==> src/hdl/dpp_pkg.sv <==
// Shared types, codes and lookup functions of the DHCP message parser.
`default_nettype none

package dpp_pkg;

	// field codes of a result word
	localparam logic [4:0] FC_OP      = 5'd0;
	localparam logic [4:0] FC_HTYPE   = 5'd1;
	localparam logic [4:0] FC_HLEN    = 5'd2;
	localparam logic [4:0] FC_HOPS    = 5'd3;
	localparam logic [4:0] FC_XID     = 5'd4;
	localparam logic [4:0] FC_SECS    = 5'd5;
	localparam logic [4:0] FC_FLAGS   = 5'd6;
	localparam logic [4:0] FC_CIADDR  = 5'd7;
	localparam logic [4:0] FC_YIADDR  = 5'd8;
	localparam logic [4:0] FC_SIADDR  = 5'd9;
	localparam logic [4:0] FC_GIADDR  = 5'd10;
	localparam logic [4:0] FC_CHADDR  = 5'd11;
	localparam logic [4:0] FC_MSGTYPE = 5'd12;
	localparam logic [4:0] FC_LEASE   = 5'd13;
	localparam logic [4:0] FC_MASK    = 5'd14;
	localparam logic [4:0] FC_SERVER  = 5'd15;
	localparam logic [4:0] FC_STATUS  = 5'd16;

	// parse status codes
	localparam logic [2:0] ST_OK        = 3'd0;
	localparam logic [2:0] ST_SHORT_HDR = 3'd1;
	localparam logic [2:0] ST_BAD_COOKIE = 3'd2;
	localparam logic [2:0] ST_OPT_SIZE  = 3'd3;
	localparam logic [2:0] ST_OPT_TRUNC = 3'd4;
	localparam logic [2:0] ST_NO_END    = 3'd5;

	// option codes
	localparam logic [7:0] OPT_PAD     = 8'd0;
	localparam logic [7:0] OPT_MASK    = 8'd1;
	localparam logic [7:0] OPT_LEASE   = 8'd51;
	localparam logic [7:0] OPT_MSGTYPE = 8'd53;
	localparam logic [7:0] OPT_SERVER  = 8'd54;
	localparam logic [7:0] OPT_END     = 8'd255;

	// message layout
	localparam int HDR_DECODE_END = 34;   // first byte past the client MAC
	localparam int HDR_BYTES      = 236;
	localparam int COOKIE_BYTES   = 4;

	typedef enum logic [6:0] {
		PH_HEADER   = 7'b0000001,
		PH_COOKIE   = 7'b0000010,
		PH_OPT_CODE = 7'b0000100,
		PH_OPT_LEN  = 7'b0001000,
		PH_OPT_DATA = 7'b0010000,
		PH_DONE     = 7'b0100000,
		PH_ERROR    = 7'b1000000
	} phase_t;

	typedef struct packed {
		logic [4:0]  code;
		logic [47:0] value;
		logic [2:0]  status;
		logic        last;
	} result_t;

	typedef struct packed {
		logic       hit;
		logic [4:0] code;
	} hdr_hit_t;

	// header field that ends at this byte offset, if any
	function automatic hdr_hit_t hdr_field(input logic [5:0] p);
		hdr_hit_t h;
		h.hit  = 1'b1;
		h.code = FC_OP;
		case (p)
			6'd0:  h.code = FC_OP;
			6'd1:  h.code = FC_HTYPE;
			6'd2:  h.code = FC_HLEN;
			6'd3:  h.code = FC_HOPS;
			6'd7:  h.code = FC_XID;
			6'd9:  h.code = FC_SECS;
			6'd11: h.code = FC_FLAGS;
			6'd15: h.code = FC_CIADDR;
			6'd19: h.code = FC_YIADDR;
			6'd23: h.code = FC_SIADDR;
			6'd27: h.code = FC_GIADDR;
			6'd33: h.code = FC_CHADDR;
			default: h.hit = 1'b0;
		endcase
		return h;
	endfunction

	function automatic logic [7:0] cookie_byte(input logic [1:0] idx);
		logic [7:0] c;
		case (idx)
			2'd0: c = 8'd99;
			2'd1: c = 8'd130;
			2'd2: c = 8'd83;
			default: c = 8'd99;
		endcase
		return c;
	endfunction

	// fixed length of a decoded option, zero for options that are skipped
	function automatic logic [2:0] known_size(input logic [7:0] code);
		logic [2:0] s;
		case (code)
			OPT_MSGTYPE: s = 3'd1;
			OPT_LEASE:   s = 3'd4;
			OPT_MASK:    s = 3'd4;
			OPT_SERVER:  s = 3'd4;
			default:     s = 3'd0;
		endcase
		return s;
	endfunction

	// field code of a decoded option, zero for options that are skipped
	function automatic logic [4:0] option_field(input logic [7:0] code);
		logic [4:0] f;
		case (code)
			OPT_MSGTYPE: f = FC_MSGTYPE;
			OPT_LEASE:   f = FC_LEASE;
			OPT_MASK:    f = FC_MASK;
			OPT_SERVER:  f = FC_SERVER;
			default:     f = FC_OP;
		endcase
		return f;
	endfunction

endpackage

`default_nettype wire

==> src/hdl/dhcp_packet_parser.sv <==
// DHCP message parser: byte-wide header, cookie and option decoder with a result queue.
// An accepted word waits in the input register; when the queue has two free slots, its
//   results enter the four-entry queue and are offered on the output from then on.
// Throughput: one byte per cycle while the queue has two free slots; a final byte that
//   also completes a field yields two words, which the single output port drains in turn.
// Reset: arst_n clears parse state, the input register valid and the queue at once.
`default_nettype none

module dhcp_packet_parser #(
	parameter int MAX_PACKET_BYTES = 2048
) (
	input  wire logic        clk,
	input  wire logic        arst_n,
	input  wire logic        in_valid,
	output logic             in_ready,
	input  wire logic [7:0]  data_byte,
	input  wire logic        end_of_packet,
	output logic             out_valid,
	input  wire logic        out_ready,
	output logic [4:0]       field_code,
	output logic [47:0]      field_value,
	output logic [2:0]       parse_status,
	output logic             last
);
	import dpp_pkg::*;

	localparam int PW = $clog2(MAX_PACKET_BYTES);
	localparam logic [PW-1:0] POS_MAX     = PW'(MAX_PACKET_BYTES - 1);
	localparam logic [PW-1:0] POS_DEC_END = PW'(HDR_DECODE_END);
	localparam logic [PW-1:0] POS_HDR_END = PW'(HDR_BYTES - 1);
	localparam logic [PW-1:0] POS_CK_END  = PW'(HDR_BYTES + COOKIE_BYTES - 1);

	// input register
	logic       vld_s1;
	logic [7:0] data_s1;
	logic       eop_s1;

	// parse state
	phase_t        ph_q;
	logic [PW-1:0] pos_q;
	logic [7:0]    ocode_q;
	logic [7:0]    left_q;
	logic [47:0]   acc_q;
	logic [2:0]    err_q;

	// result queue
	result_t    fifo_q [4];
	logic [1:0] rd_q;
	logic [1:0] wr_q;
	logic [2:0] cnt_q;

	logic    room;
	logic    fire;
	logic    pop;

	phase_t        ph_d;
	logic [PW-1:0] pos_d;
	logic [7:0]    ocode_d;
	logic [7:0]    left_d;
	logic [47:0]   acc_d;
	logic [2:0]    err_d;
	result_t       res0;
	result_t       res1;
	logic [1:0]    nres;

	logic [47:0] acc_shift;
	hdr_hit_t    hh;
	logic [2:0]  sz;
	logic [4:0]  ofc;
	logic [2:0]  st;

	// take a new word when the register is empty or its word moves on this cycle;
	// the queue must hold two free slots before a word is processed
	assign room     = (cnt_q <= 3'd2);
	assign fire     = vld_s1 && room;
	assign in_ready = !vld_s1 || room;
	assign pop      = out_valid && out_ready;

	assign acc_shift = {acc_q[39:0], data_s1};
	assign hh        = hdr_field(pos_q[5:0]);
	assign sz        = known_size(ocode_q);
	assign ofc       = option_field(ocode_q);

	always_comb begin
		ph_d    = ph_q;
		pos_d   = (pos_q < POS_MAX) ? pos_q + 1'b1 : pos_q;
		ocode_d = ocode_q;
		left_d  = left_q;
		acc_d   = acc_q;
		err_d   = err_q;
		res0    = '0;
		res1    = '0;
		nres    = 2'd0;
		st      = ST_OK;

		case (ph_q)
			PH_HEADER: begin
				// shift in the header bytes up to the client MAC, emit on field boundaries
				if (pos_q < POS_DEC_END) begin
					acc_d = acc_shift;
					if (hh.hit) begin
						res0  = '{code: hh.code, value: acc_shift, status: ST_OK, last: 1'b0};
						nres  = 2'd1;
						acc_d = '0;
					end
				end
				if (pos_q >= POS_HDR_END) begin
					ph_d = PH_COOKIE;
				end
			end
			PH_COOKIE: begin
				if (data_s1 != cookie_byte(pos_q[1:0])) begin
					err_d = ST_BAD_COOKIE;
				end
				if (pos_q >= POS_CK_END) begin
					ph_d = (err_d != ST_OK) ? PH_ERROR : PH_OPT_CODE;
				end
			end
			PH_OPT_CODE: begin
				// pad bytes advance one at a time and keep this phase
				if (data_s1 == OPT_END) begin
					ph_d = PH_DONE;
				end else if (data_s1 != OPT_PAD) begin
					ocode_d = data_s1;
					ph_d    = PH_OPT_LEN;
				end
			end
			PH_OPT_LEN: begin
				if (sz != 3'd0 && data_s1 != {5'd0, sz}) begin
					err_d = ST_OPT_SIZE;
					ph_d  = PH_ERROR;
				end else if (data_s1 == 8'd0) begin
					ph_d = PH_OPT_CODE;
				end else begin
					left_d = data_s1;
					acc_d  = '0;
					ph_d   = PH_OPT_DATA;
				end
			end
			PH_OPT_DATA: begin
				acc_d  = acc_shift;
				left_d = left_q - 8'd1;
				if (left_d == 8'd0) begin
					if (ofc != FC_OP) begin
						res0 = '{code: ofc, value: acc_shift, status: ST_OK, last: 1'b0};
						nres = 2'd1;
					end
					acc_d = '0;
					ph_d  = PH_OPT_CODE;
				end
			end
			default: begin
			end
		endcase

		if (eop_s1) begin
			// status follows the phase reached after this byte
			case (ph_d)
				PH_HEADER:   st = ST_SHORT_HDR;
				PH_OPT_CODE: st = ST_NO_END;
				PH_OPT_LEN:  st = ST_OPT_TRUNC;
				PH_OPT_DATA: st = ST_OPT_TRUNC;
				PH_ERROR:    st = err_d;
				default:     st = ST_OK;
			endcase
			if (nres == 2'd0) begin
				res0 = '{code: FC_STATUS, value: 48'd0, status: st, last: 1'b1};
			end else begin
				res1 = '{code: FC_STATUS, value: 48'd0, status: st, last: 1'b1};
			end
			nres    = nres + 2'd1;
			// drop all packet state for the next message
			ph_d    = PH_HEADER;
			pos_d   = '0;
			ocode_d = '0;
			left_d  = '0;
			acc_d   = '0;
			err_d   = ST_OK;
		end
	end

	// input register control
	always_ff @(posedge clk or negedge arst_n) begin
		if (!arst_n) begin
			vld_s1 <= 1'b0;
		end else if (in_valid && in_ready) begin
			vld_s1 <= 1'b1;
		end else if (fire) begin
			vld_s1 <= 1'b0;
		end
	end

	// input register payload
	always_ff @(posedge clk) begin
		if (in_valid && in_ready) begin
			data_s1 <= data_byte;
			eop_s1  <= end_of_packet;
		end
	end

	// parse state: advance once per processed word
	always_ff @(posedge clk or negedge arst_n) begin
		if (!arst_n) begin
			ph_q    <= PH_HEADER;
			pos_q   <= '0;
			ocode_q <= '0;
			left_q  <= '0;
			acc_q   <= '0;
			err_q   <= ST_OK;
		end else if (fire) begin
			ph_q    <= ph_d;
			pos_q   <= pos_d;
			ocode_q <= ocode_d;
			left_q  <= left_d;
			acc_q   <= acc_d;
			err_q   <= err_d;
		end
	end

	// result queue pointers and fill count
	always_ff @(posedge clk or negedge arst_n) begin
		if (!arst_n) begin
			rd_q  <= '0;
			wr_q  <= '0;
			cnt_q <= '0;
		end else begin
			if (pop) begin
				rd_q <= rd_q + 2'd1;
			end
			if (fire) begin
				wr_q <= wr_q + nres;
			end
			cnt_q <= cnt_q + (fire ? {1'b0, nres} : 3'd0) - (pop ? 3'd1 : 3'd0);
		end
	end

	// result queue storage
	always_ff @(posedge clk) begin
		if (fire && nres != 2'd0) begin
			fifo_q[wr_q] <= res0;
		end
		if (fire && nres == 2'd2) begin
			fifo_q[wr_q + 2'd1] <= res1;
		end
	end

	// hold the head word on the output until taken
	assign out_valid    = (cnt_q != 3'd0);
	assign field_code   = fifo_q[rd_q].code;
	assign field_value  = fifo_q[rd_q].value;
	assign parse_status = fifo_q[rd_q].status;
	assign last         = fifo_q[rd_q].last;

endmodule

`default_nettype wire

==> config.mk <==
export PLATFORM = sky130hd
export DESIGN_NAME = dhcp_packet_parser
export DESIGN_NICKNAME = d
export VERILOG_FILES = /design/src/hdl/dpp_pkg.sv /design/src/hdl/dhcp_packet_parser.sv
export SDC_FILE = /design/constraint.sdc
export NUM_CORES = 1
export LEC_CHECK = 0
export ABC_AREA = 1
export BUFFER_PORTS_ARGS = -buffer_cell sky130_fd_sc_hd__buf_2
export CORE_AREA = 10 10 201 203
export CTS_BUF_LIST = sky130_fd_sc_hd__clkbuf_8
export DETAILED_ROUTE_END_ITERATION = 10
export DIE_AREA = 0 0 211 213
export GPL_ROUTABILITY_DRIVEN = 0
export PLACE_DENSITY_LB_ADDON = 0.05
export SLEW_MARGIN = 20
export SYNTH_ARGS = -nofsm -noshare
export SYNTH_HDL_FRONTEND = slang
export SYNTH_SLANG_ARGS = --single-unit
==> constraint.sdc <==
create_clock -name clk -period 4.71 [get_ports clk]
set_clock_uncertainty 0.05 [all_clocks]
set_input_delay 0.471 -clock clk [delete_from_list [all_inputs] [get_ports clk]]
set_output_delay 0.471 -clock clk [all_outputs]
set_load 0.02 [all_outputs]
==> results of run 1 <==
per-stage QoR:
step	cells	hold WS (ps)	instance area, µm²	util (%)
final	2389	308	16200	44.6
after global routing	2389	284	16200	44.6
after CTS	2389	277	16200	44.6
after detailed placement	2280	413	15000	41.4
after global placement	2280	408	15000	41.4
after floorplan	1845	125	14400	-
cell families after synthesis:
family / synth area share, %
adders and majority gates: 1.53
buffers and inverters: 7.50
xor gates and xnor gates: 0.365
AOI/OAI and AO/OA: 20.2
DFF: 48.9
and+or+nand+nor: 21.5
area by class of cell:
type | count | area share, %
Clock buffer | 64 | 5.44
Clock inverter | 34 | 1.01
Inverter | 137 | 3.19
Multi-Input combinational cell | 1260 | 38.9
Sequential cell | 318 | 43.6
Tap cell | 468 | 3.62
Timing Repair Buffer | 108 | 4.33
state kept, by name, summed over array words and instances, names as in the netlist:
signal,flops
err_q,3
ocode_q,8
pos_q,11
rd_q,2
vld_s1,1
left_q,8
eop_s1,1
data_s1,8
acc_q,40
wr_q,2
cnt_q,3
ph_q,7
fifo_q,224
per-layer routing:
layer | GRT usage (%) | vias up
met2 | 31.8 | 282
met5 | 0 | -
li1 | - | 6398
met4 | 4.72 | 0
met1 | 26.3 | 6083
met3 | 3.39 | 67
repair_timing:
action / 4_1_cts / 5_1_grt
endpoints found under the hold margin: 50 / 0
hold buffers: 11 / 0
resized for setup: 0 / 0
buffers inserted: 0 / 0
worst max-delay path: cells and delay by family, from the launching register on:
kind                   cells  cell delay [ps]
AO/OA/AOI/OAI              2              370
buffers and inverters      3             1480
flip-flops                 1              830
layout by cell type (no fill, tap or decap), types with 16 or more instances in the layout:
cell,count
sky130_fd_sc_hd__a21oi_1,69
sky130_fd_sc_hd__buf_2,70
sky130_fd_sc_hd__buf_4,24
sky130_fd_sc_hd__clkbuf_8,64
sky130_fd_sc_hd__dfrtp_1,82
sky130_fd_sc_hd__dfxtp_1,208
sky130_fd_sc_hd__edfxtp_1,25
sky130_fd_sc_hd__ha_1,16
sky130_fd_sc_hd__inv_1,148
sky130_fd_sc_hd__inv_2,16
sky130_fd_sc_hd__nand2_1,184
sky130_fd_sc_hd__nand3_1,254
sky130_fd_sc_hd__nand4_1,21
sky130_fd_sc_hd__nor2_1,189
sky130_fd_sc_hd__o21ai_0,367
sky130_fd_sc_hd__o21ai_1,19
sky130_fd_sc_hd__o22ai_1,67
power by group through the flow:
stage / Sequential, mW / Combinational, mW / Clock, mW
3_5_place_dp: 3.93 / 5.45 / 0
6_report: 3.88 / 5.41 / 2.43
5_1_grt: 3.97 / 6.07 / 2.63
3_3_place_gp: 3.93 / 5.44 / 0
2_1_floorplan: 3.72 / 3.94 / 0
4_1_cts: 3.88 / 5.49 / 2.51
worst max path at each step:
stage	startpoint	to	slack, ps	cells after the start
after floorplan	left_q[0]	cnt_q[2]	1430	20
after CTS	rd_q[0]	field_value[13]	760	5
after global routing	left_q[0]	fifo_q[3][27]	510	19
after detailed placement	left_q[0]	fifo_q[3][1]	950	17
final	rd_q[0]	field_value[13]	870	5
after global placement	left_q[0]	fifo_q[3][1]	1010	17
==> flow_summary.json, run 1 <==
{
  "result_of_the_run": "finished, final reports clean",
  "hold_path.startpoint": "out_ready",
  "power.switching_mw": 5.47,
  "cp_cell_sequence": "clkinv_2 -> buf_4 -> o21ai_0 -> o22ai_1 -> buf_2",
  "pwr-share-seq_pct": 33.1,
  "final_wirelength_um": 43800,
  "synth-edff-count": 25,
  "design.final.nets": 1910,
  "h-tree-depth": 2,
  "ff2ff_setup_slack_ps": 970,
  "insertedDiodeCount": 0,
  "synth.area.top_cells": "sky130_fd_sc_hd__dfxtp_1 29%, sky130_fd_sc_hd__dfrtp_1 15%, sky130_fd_sc_hd__o21ai_0 13%",
  "power_frac_comb_pct": 46.2,
  "maxCapViolCount": 0,
  "power.density_cell_area_nw_per_um2": 724,
  "slew_viol_final": 0,
  "timing.final.ws_setup_ps": 865,
  "r2r-start": "left_q[0]",
  "via_per_inst": 5.37,
  "post-layout-total-power_mw": 11.7,
  "die_w_um": 211,
  "internal-power_mw": 6.26,
  "grt_pass1_vias": 12300,
  "synthesis.nets": 1875,
  "syn-instance-count": 1845,
  "critPathRequiredTime_ps": 4190,
  "syn-cell-area_um2": 14400,
  "final.setup.tns_ps": 0,
  "dr_total_vias": 12800,
  "start_kind": "flip-flop",
  "clock_latency_ps": 640,
  "antenna_left": 0,
  "clock_buffer_depth": 3,
  "ff_latch_area_um2": 7050,
  "detailroute.wirelength.met2_um": 20400,
  "endpoint_with_the_worst_hold_slack": "rd_q[0]",
  "number_of_cell_instances_on_the_worst_register_to_register_path": 17,
  "wl_per_cell_um": 18.3,
  "synth-warning-count": 0,
  "max_freq_mhz": 260,
  "clock_tree_from_tritoncts": "done",
  "portBuffers": 71,
  "synth_largest_type_area_fraction_pct": 28.9,
  "grt_use_total_pct": 19.5,
  "power.clock.fraction_pct": 20.7,
  "synth.distinct_cells": 51,
  "cp_max_fo": 58,
  "power.leakage_nw": 6.63,
  "drcViolationCount": 0,
  "postSynth.asyncResetShare_pct": 26.7,
  "clock-sinks": 318,
  "tightestPinTransition_ps": 907,
  "synth-seq-area-share_pct": 48.9,
  "wire_length_on_met1_um": 20500,
  "worst_r2r_endpoint": "fifo_q[3][2]",
  "cts.reportedPaths.clkPinSlew_ps": 60,
  "multi_input_area_um2": 6290,
  "detailedRoute.firstIterationViolations": 998,
  "synthesis.area_per_instance_um2": 7.80,
  "clock-root-buffer": "sky130_fd_sc_hd__clkbuf_8",
  "num-fill-cells": 3764,
  "grt_antenna_before_repair": 0,
  "initial_core_util_pct": 39.7,
  "design.core.area_um2": 36300,
  "crit_type": "flip-flop to primary output",
  "critical_path.slowest_cell": "sky130_fd_sc_hd__dfrtp_4",
  "irDropWorstVdd_mv": 0.286,
  "final_min_period_over_clock_period_pct": 81.6,
  "global_route.overflow_total": 0,
  "tritoncts.num_buffers": 55,
  "grt_pass1_wl_um": 70100,
  "holdCritPathClass": "input port to flip-flop",
  "synth_top_cells_by_count": "367 x sky130_fd_sc_hd__o21ai_0, 254 x sky130_fd_sc_hd__nand3_1, 208 x sky130_fd_sc_hd__dfxtp_1, 189 x sky130_fd_sc_hd__nor2_1, 184 x sky130_fd_sc_hd__nand2_1",
  "report.final.hold_viol_count": 0,
  "boundaryPins": 72,
  "detail_route.first_pass.iterations": 7,
  "synth.ff_latch_count": 318,
  "grt_setup_unrepaired": "no",
  "fin_crit_ps": 3840,
  "final_layout_size_suffix_gt1_share_pct": 11.4,
  "dp_hpwl_um": 27200,
  "switching_share_pct": 46.6,
  "worstPathArrival_ps": 3320,
  "worstSetupEndpointType": "primary output",
  "worst_path_largest_cell_delay_ps": 830,
  "synth_area_leader_cell": "sky130_fd_sc_hd__dfxtp_1",
  "floorplan.die_area_um2": 44900,
  "pin_count_of_the_biggest_net_entering_global_routing": 62,
  "placementRows": 70,
  "syn2layout_area_growth_pct": 12.4,
  "synth.most_common_cell": "sky130_fd_sc_hd__o21ai_0",
  "topRoutingLayerUsed": "met4",
  "finalSetupViolCount": 0,
  "timing.slew.headroom_pct": 39.5,
  "dr_wl_met3_um": 2120,
  "synth_ff_type": "sky130_fd_sc_hd__dfxtp_1",
  "die-height_um": 213,
  "detailedPlace.worstSlack_ps": 953,
  "hold-path-cell-count": 4
}
Note: power is estimated with default switching activity, not from simulation.
==> inputs of run 2 (changes only) <==
--- a/config.mk
+++ b/config.mk
@@ -5,12 +5,12 @@
 export SDC_FILE = /design/constraint.sdc
 export NUM_CORES = 1
 export LEC_CHECK = 0
-export ABC_AREA = 1
+export ABC_AREA = 0
 export BUFFER_PORTS_ARGS = -buffer_cell sky130_fd_sc_hd__buf_2
-export CORE_AREA = 10 10 201 203
+export CORE_AREA = 10 10 195 197
 export CTS_BUF_LIST = sky130_fd_sc_hd__clkbuf_8
 export DETAILED_ROUTE_END_ITERATION = 10
-export DIE_AREA = 0 0 211 213
+export DIE_AREA = 0 0 205 207
 export GPL_ROUTABILITY_DRIVEN = 0
 export PLACE_DENSITY_LB_ADDON = 0.05
 export SLEW_MARGIN = 20
==> constraint.sdc (replaced) <==
create_clock -name clk -period 3.1 [get_ports clk]
set_clock_uncertainty 0.05 [all_clocks]
set_input_delay 0.31 -clock clk [delete_from_list [all_inputs] [get_ports clk]]
set_output_delay 0.31 -clock clk [all_outputs]
set_load 0.02 [all_outputs]
==> run 2 against run 1 <==
Compared with the run above: the flow now finishes with violations (setup timing); clock-buffer cell count grew 3; worst hold slack lost 200 ps; combinational power up 3%; cell area grew 4.7%; final cell count is 21% lower; area after synthesis is 6.4% lower; die area down 5.6%; total power grew 26%; setup slack worse by 890 ps; utilization grew 5.0 points; critical path type is now flip-flop to flip-flop; critical endpoint is now cnt_q[2]; largest cell class unchanged; highest routed layer unchanged.
==> flow_summary.json, run 2 <==
{
  "insertedDiodeCount": 0,
  "grt_use_total_pct": 18.0,
  "regMostFlops": "fifo_q",
  "grt_setup_unrepaired": "yes",
  "die-height_um": 207,
  "synth-edff-count": 25,
  "syn-instance-count": 1217,
  "detailedPlace.worstSlack_ps": -166,
  "worstPathArrival_ps": 3610,
  "antenna_left": 0,
  "report.final.hold_viol_count": 0,
  "synth_area_leader_cell": "sky130_fd_sc_hd__dfxtp_1",
  "layout.cells.non_filler": 1892,
  "detail_route.first_pass.iterations": 5,
  "clock-root-buffer": "sky130_fd_sc_hd__clkbuf_8",
  "synth_largest_type_area_fraction_pct": 30.9,
  "pin_count_of_the_biggest_net_entering_global_routing": 67,
  "clock-sinks": 318,
  "wl_per_cell_um": 21.1,
  "power.density_cell_area_nw_per_um2": 873,
  "final_cell_mix": "208 x sky130_fd_sc_hd__dfxtp_1, 197 x sky130_fd_sc_hd__a22o_1, 147 x sky130_fd_sc_hd__nand2_1",
  "tritoncts.num_buffers": 54,
  "numPlacedInstances": 1757,
  "final_core_util_pct": 49.7,
  "placedInstanceArea_um2": 15200,
  "initial_core_util_pct": 39.5,
  "crit_type": "flip-flop to flip-flop",
  "h-tree-depth": 2,
  "finalSetupViolCount": 3,
  "syn2layout_area_growth_pct": 25.8,
  "hold_ws_ps": 111,
  "synth.ff_latch_count": 318,
  "synth.most_common_cell": "sky130_fd_sc_hd__dfxtp_1",
  "dr_total_vias": 10300,
  "irDropWorstVdd_mv": 0.408,
  "tightestPinTransition_ps": 666,
  "clock_buffer_depth": 3,
  "boundaryPins": 72,
  "result_of_the_run": "finished with violations",
  "critPathRequiredTime_ps": 3590,
  "grt_antenna_before_repair": 0,
  "design.core.area_um2": 34100,
  "dp_hpwl_um": 24900,
  "placementRows": 68,
  "detailedRoute.firstIterationViolations": 540,
  "max_freq_mhz": 320,
  "final_min_period_over_clock_period_pct": 101,
  "power.leakage_nw": 6.98,
  "grt_pass1_vias": 10800,
  "timing.slew.headroom_pct": 55.6,
  "final_wirelength_um": 39900,
  "slew_viol_final": 0,
  "reg_top3": "fifo_q: 224 flops, acc_q: 40 flops, pos_q: 11 flops",
  "cts.reportedPaths.clkPinSlew_ps": 60,
  "synth.distinct_cells": 67,
  "number_of_flip_flops_in_the_largest_register": 224,
  "start_kind": "flip-flop",
  "timing.final.ws_setup_ps": -22.0,
  "synth-seq-area-share_pct": 52.3,
  "synth.area.top_cells": "sky130_fd_sc_hd__dfxtp_1 31%, sky130_fd_sc_hd__dfrtp_1 16%, sky130_fd_sc_hd__a22o_1 13%",
  "clock_latency_ps": 620,
  "drcViolationCount": 0,
  "failed_checks": "setup timing",
  "worstSetupEndpointType": "flip-flop",
  "synth-warning-count": 0,
  "cp_max_fo": 5,
  "final_layout_size_suffix_gt1_share_pct": 28.7,
  "maxCapViolCount": 0,
  "ff2ff_setup_slack_ps": -20,
  "layout.cell_area.non_filler_um2": 16900,
  "synth_top_cells_by_count": "208 x sky130_fd_sc_hd__dfxtp_1, 197 x sky130_fd_sc_hd__a22o_1, 150 x sky130_fd_sc_hd__nand2_1, 101 x sky130_fd_sc_hd__o21ai_0, 84 x sky130_fd_sc_hd__dfrtp_1",
  "synth_ff_type": "sky130_fd_sc_hd__dfxtp_1",
  "portBuffers": 71,
  "fin_crit_ps": 3120,
  "synthesis.nets": 1247,
  "via_per_inst": 5.45,
  "floorplan.die_area_um2": 42400,
  "die_w_um": 205,
  "clock_tree_from_tritoncts": "done",
  "syn-cell-area_um2": 13500,
  "holdCritPathClass": "input port to flip-flop",
  "global_route.overflow_total": 0,
  "synthesis.area_per_instance_um2": 11.1,
  "design.final.nets": 1422,
  "postSynth.asyncResetShare_pct": 26.7,
  "grt_pass1_wl_um": 61800,
  "most_common_cell_after_layout_fill_and_taps_aside": "sky130_fd_sc_hd__dfxtp_1"
}
## run 2: changes by cell type after synthesis, sizes merged, moves of 9 or more
cell	change
a21oi	-42
a22o	+197
buf	-24
inv	-116
mux4	+56
nand2	-38
nand3	-240
nand4	-16
nor2	-159
o21ai	-280
o22ai	-65
o31ai	+9
or3	+9
## run 2: timing repair
| item | 4_1_cts | 5_1_grt |
|---|---|---|
| cloned | 0 | 4 |
| gates resized for setup | 18 | 47 |
| pin swaps | 9 | 24 |
| hold buffers | 11 | 0 |
| endpoints found under the setup margin | 226 | 221 |
| buffers inserted | 12 | 7 |
| endpoints found under the hold margin | 51 | 0 |
## run 2: cell families after synthesis
family | count (synthesis) | synth area share (%)
xor+xnor | 18 | 1.17
buf+inv | 120 | 3.56
flops | 318 | 52.3
simple gates | 303 | 10.9
compound gates | 383 | 20.9
mux | 58 | 9.52
fa+ha+maj | 17 | 1.64
## run 2: report_power, final
part	total [mW]	switching (mW)	internal, mW	leakage (nW)
Clock	3.81	1.77	2.04	0.644
Combinational	5.58	3.19	2.39	3.27
Sequential	5.41	0.577	4.83	3.07
Total	14.8	5.53	9.26	6.98
## run 2: critical path, stage by stage, from the launching register on
cell                        delay, ps
sky130_fd_sc_hd__dfrtp_2          450
sky130_fd_sc_hd__inv_4             90
sky130_fd_sc_hd__ha_4             170
sky130_fd_sc_hd__nor4bb_1         220
sky130_fd_sc_hd__a31oi_1           80
sky130_fd_sc_hd__o211ai_1         370
sky130_fd_sc_hd__a2bb2oi_4        130
sky130_fd_sc_hd__ha_4             310
sky130_fd_sc_hd__nand2_4           50
sky130_fd_sc_hd__ha_4             210
sky130_fd_sc_hd__inv_2             60
sky130_fd_sc_hd__ha_4             120
sky130_fd_sc_hd__inv_2             30
sky130_fd_sc_hd__fa_2             370
sky130_fd_sc_hd__xor2_2           190
sky130_fd_sc_hd__xnor2_1          160
## run 2: per-layer routing
layer  vias up  GRT usage [%]  part of all wire [%]
met4         0           4.85                   1.6
met2       179           29.8                    48
li1       4917              -                     -
met1      5165           23.9                    47
met5         -              0                     0
met3        49           2.97                   3.6
## run 2: worst paths after layout
check,start,endpoint,cells after the start
max reg2reg,pos_q[1],cnt_q[2],15
max,pos_q[1],cnt_q[2],15
min reg2reg,fifo_q[2][53],fifo_q[2][53],2
min in group asynchronous,arst_n,ph_q[3],2
max in group asynchronous,arst_n,acc_q[20],3
min,out_ready,rd_q[0],3
## run 2: through the flow
stage               setup TNS [ps]  total power, mW
floorplan                     -163             8.46
global route                  -766             15.6
finish                       -38.6             14.8
global placement             -1700             10.6
CTS                          -58.5             14.6
detailed placement           -8520             10.6
## run 2: cell type report
| type | instances | area [µm²] |
|---|---|---|
| Sequential cell | 318 | 7050 |
| Inverter | 20 | 77.6 |
| Fill cell | 3150 | 17200 |
| Clock buffer | 67 | 922 |
| Tap cell | 455 | 569 |
| Timing Repair Buffer | 219 | 1800 |
| Multi-Input combinational cell | 779 | 6340 |
| Clock inverter | 34 | 183 |
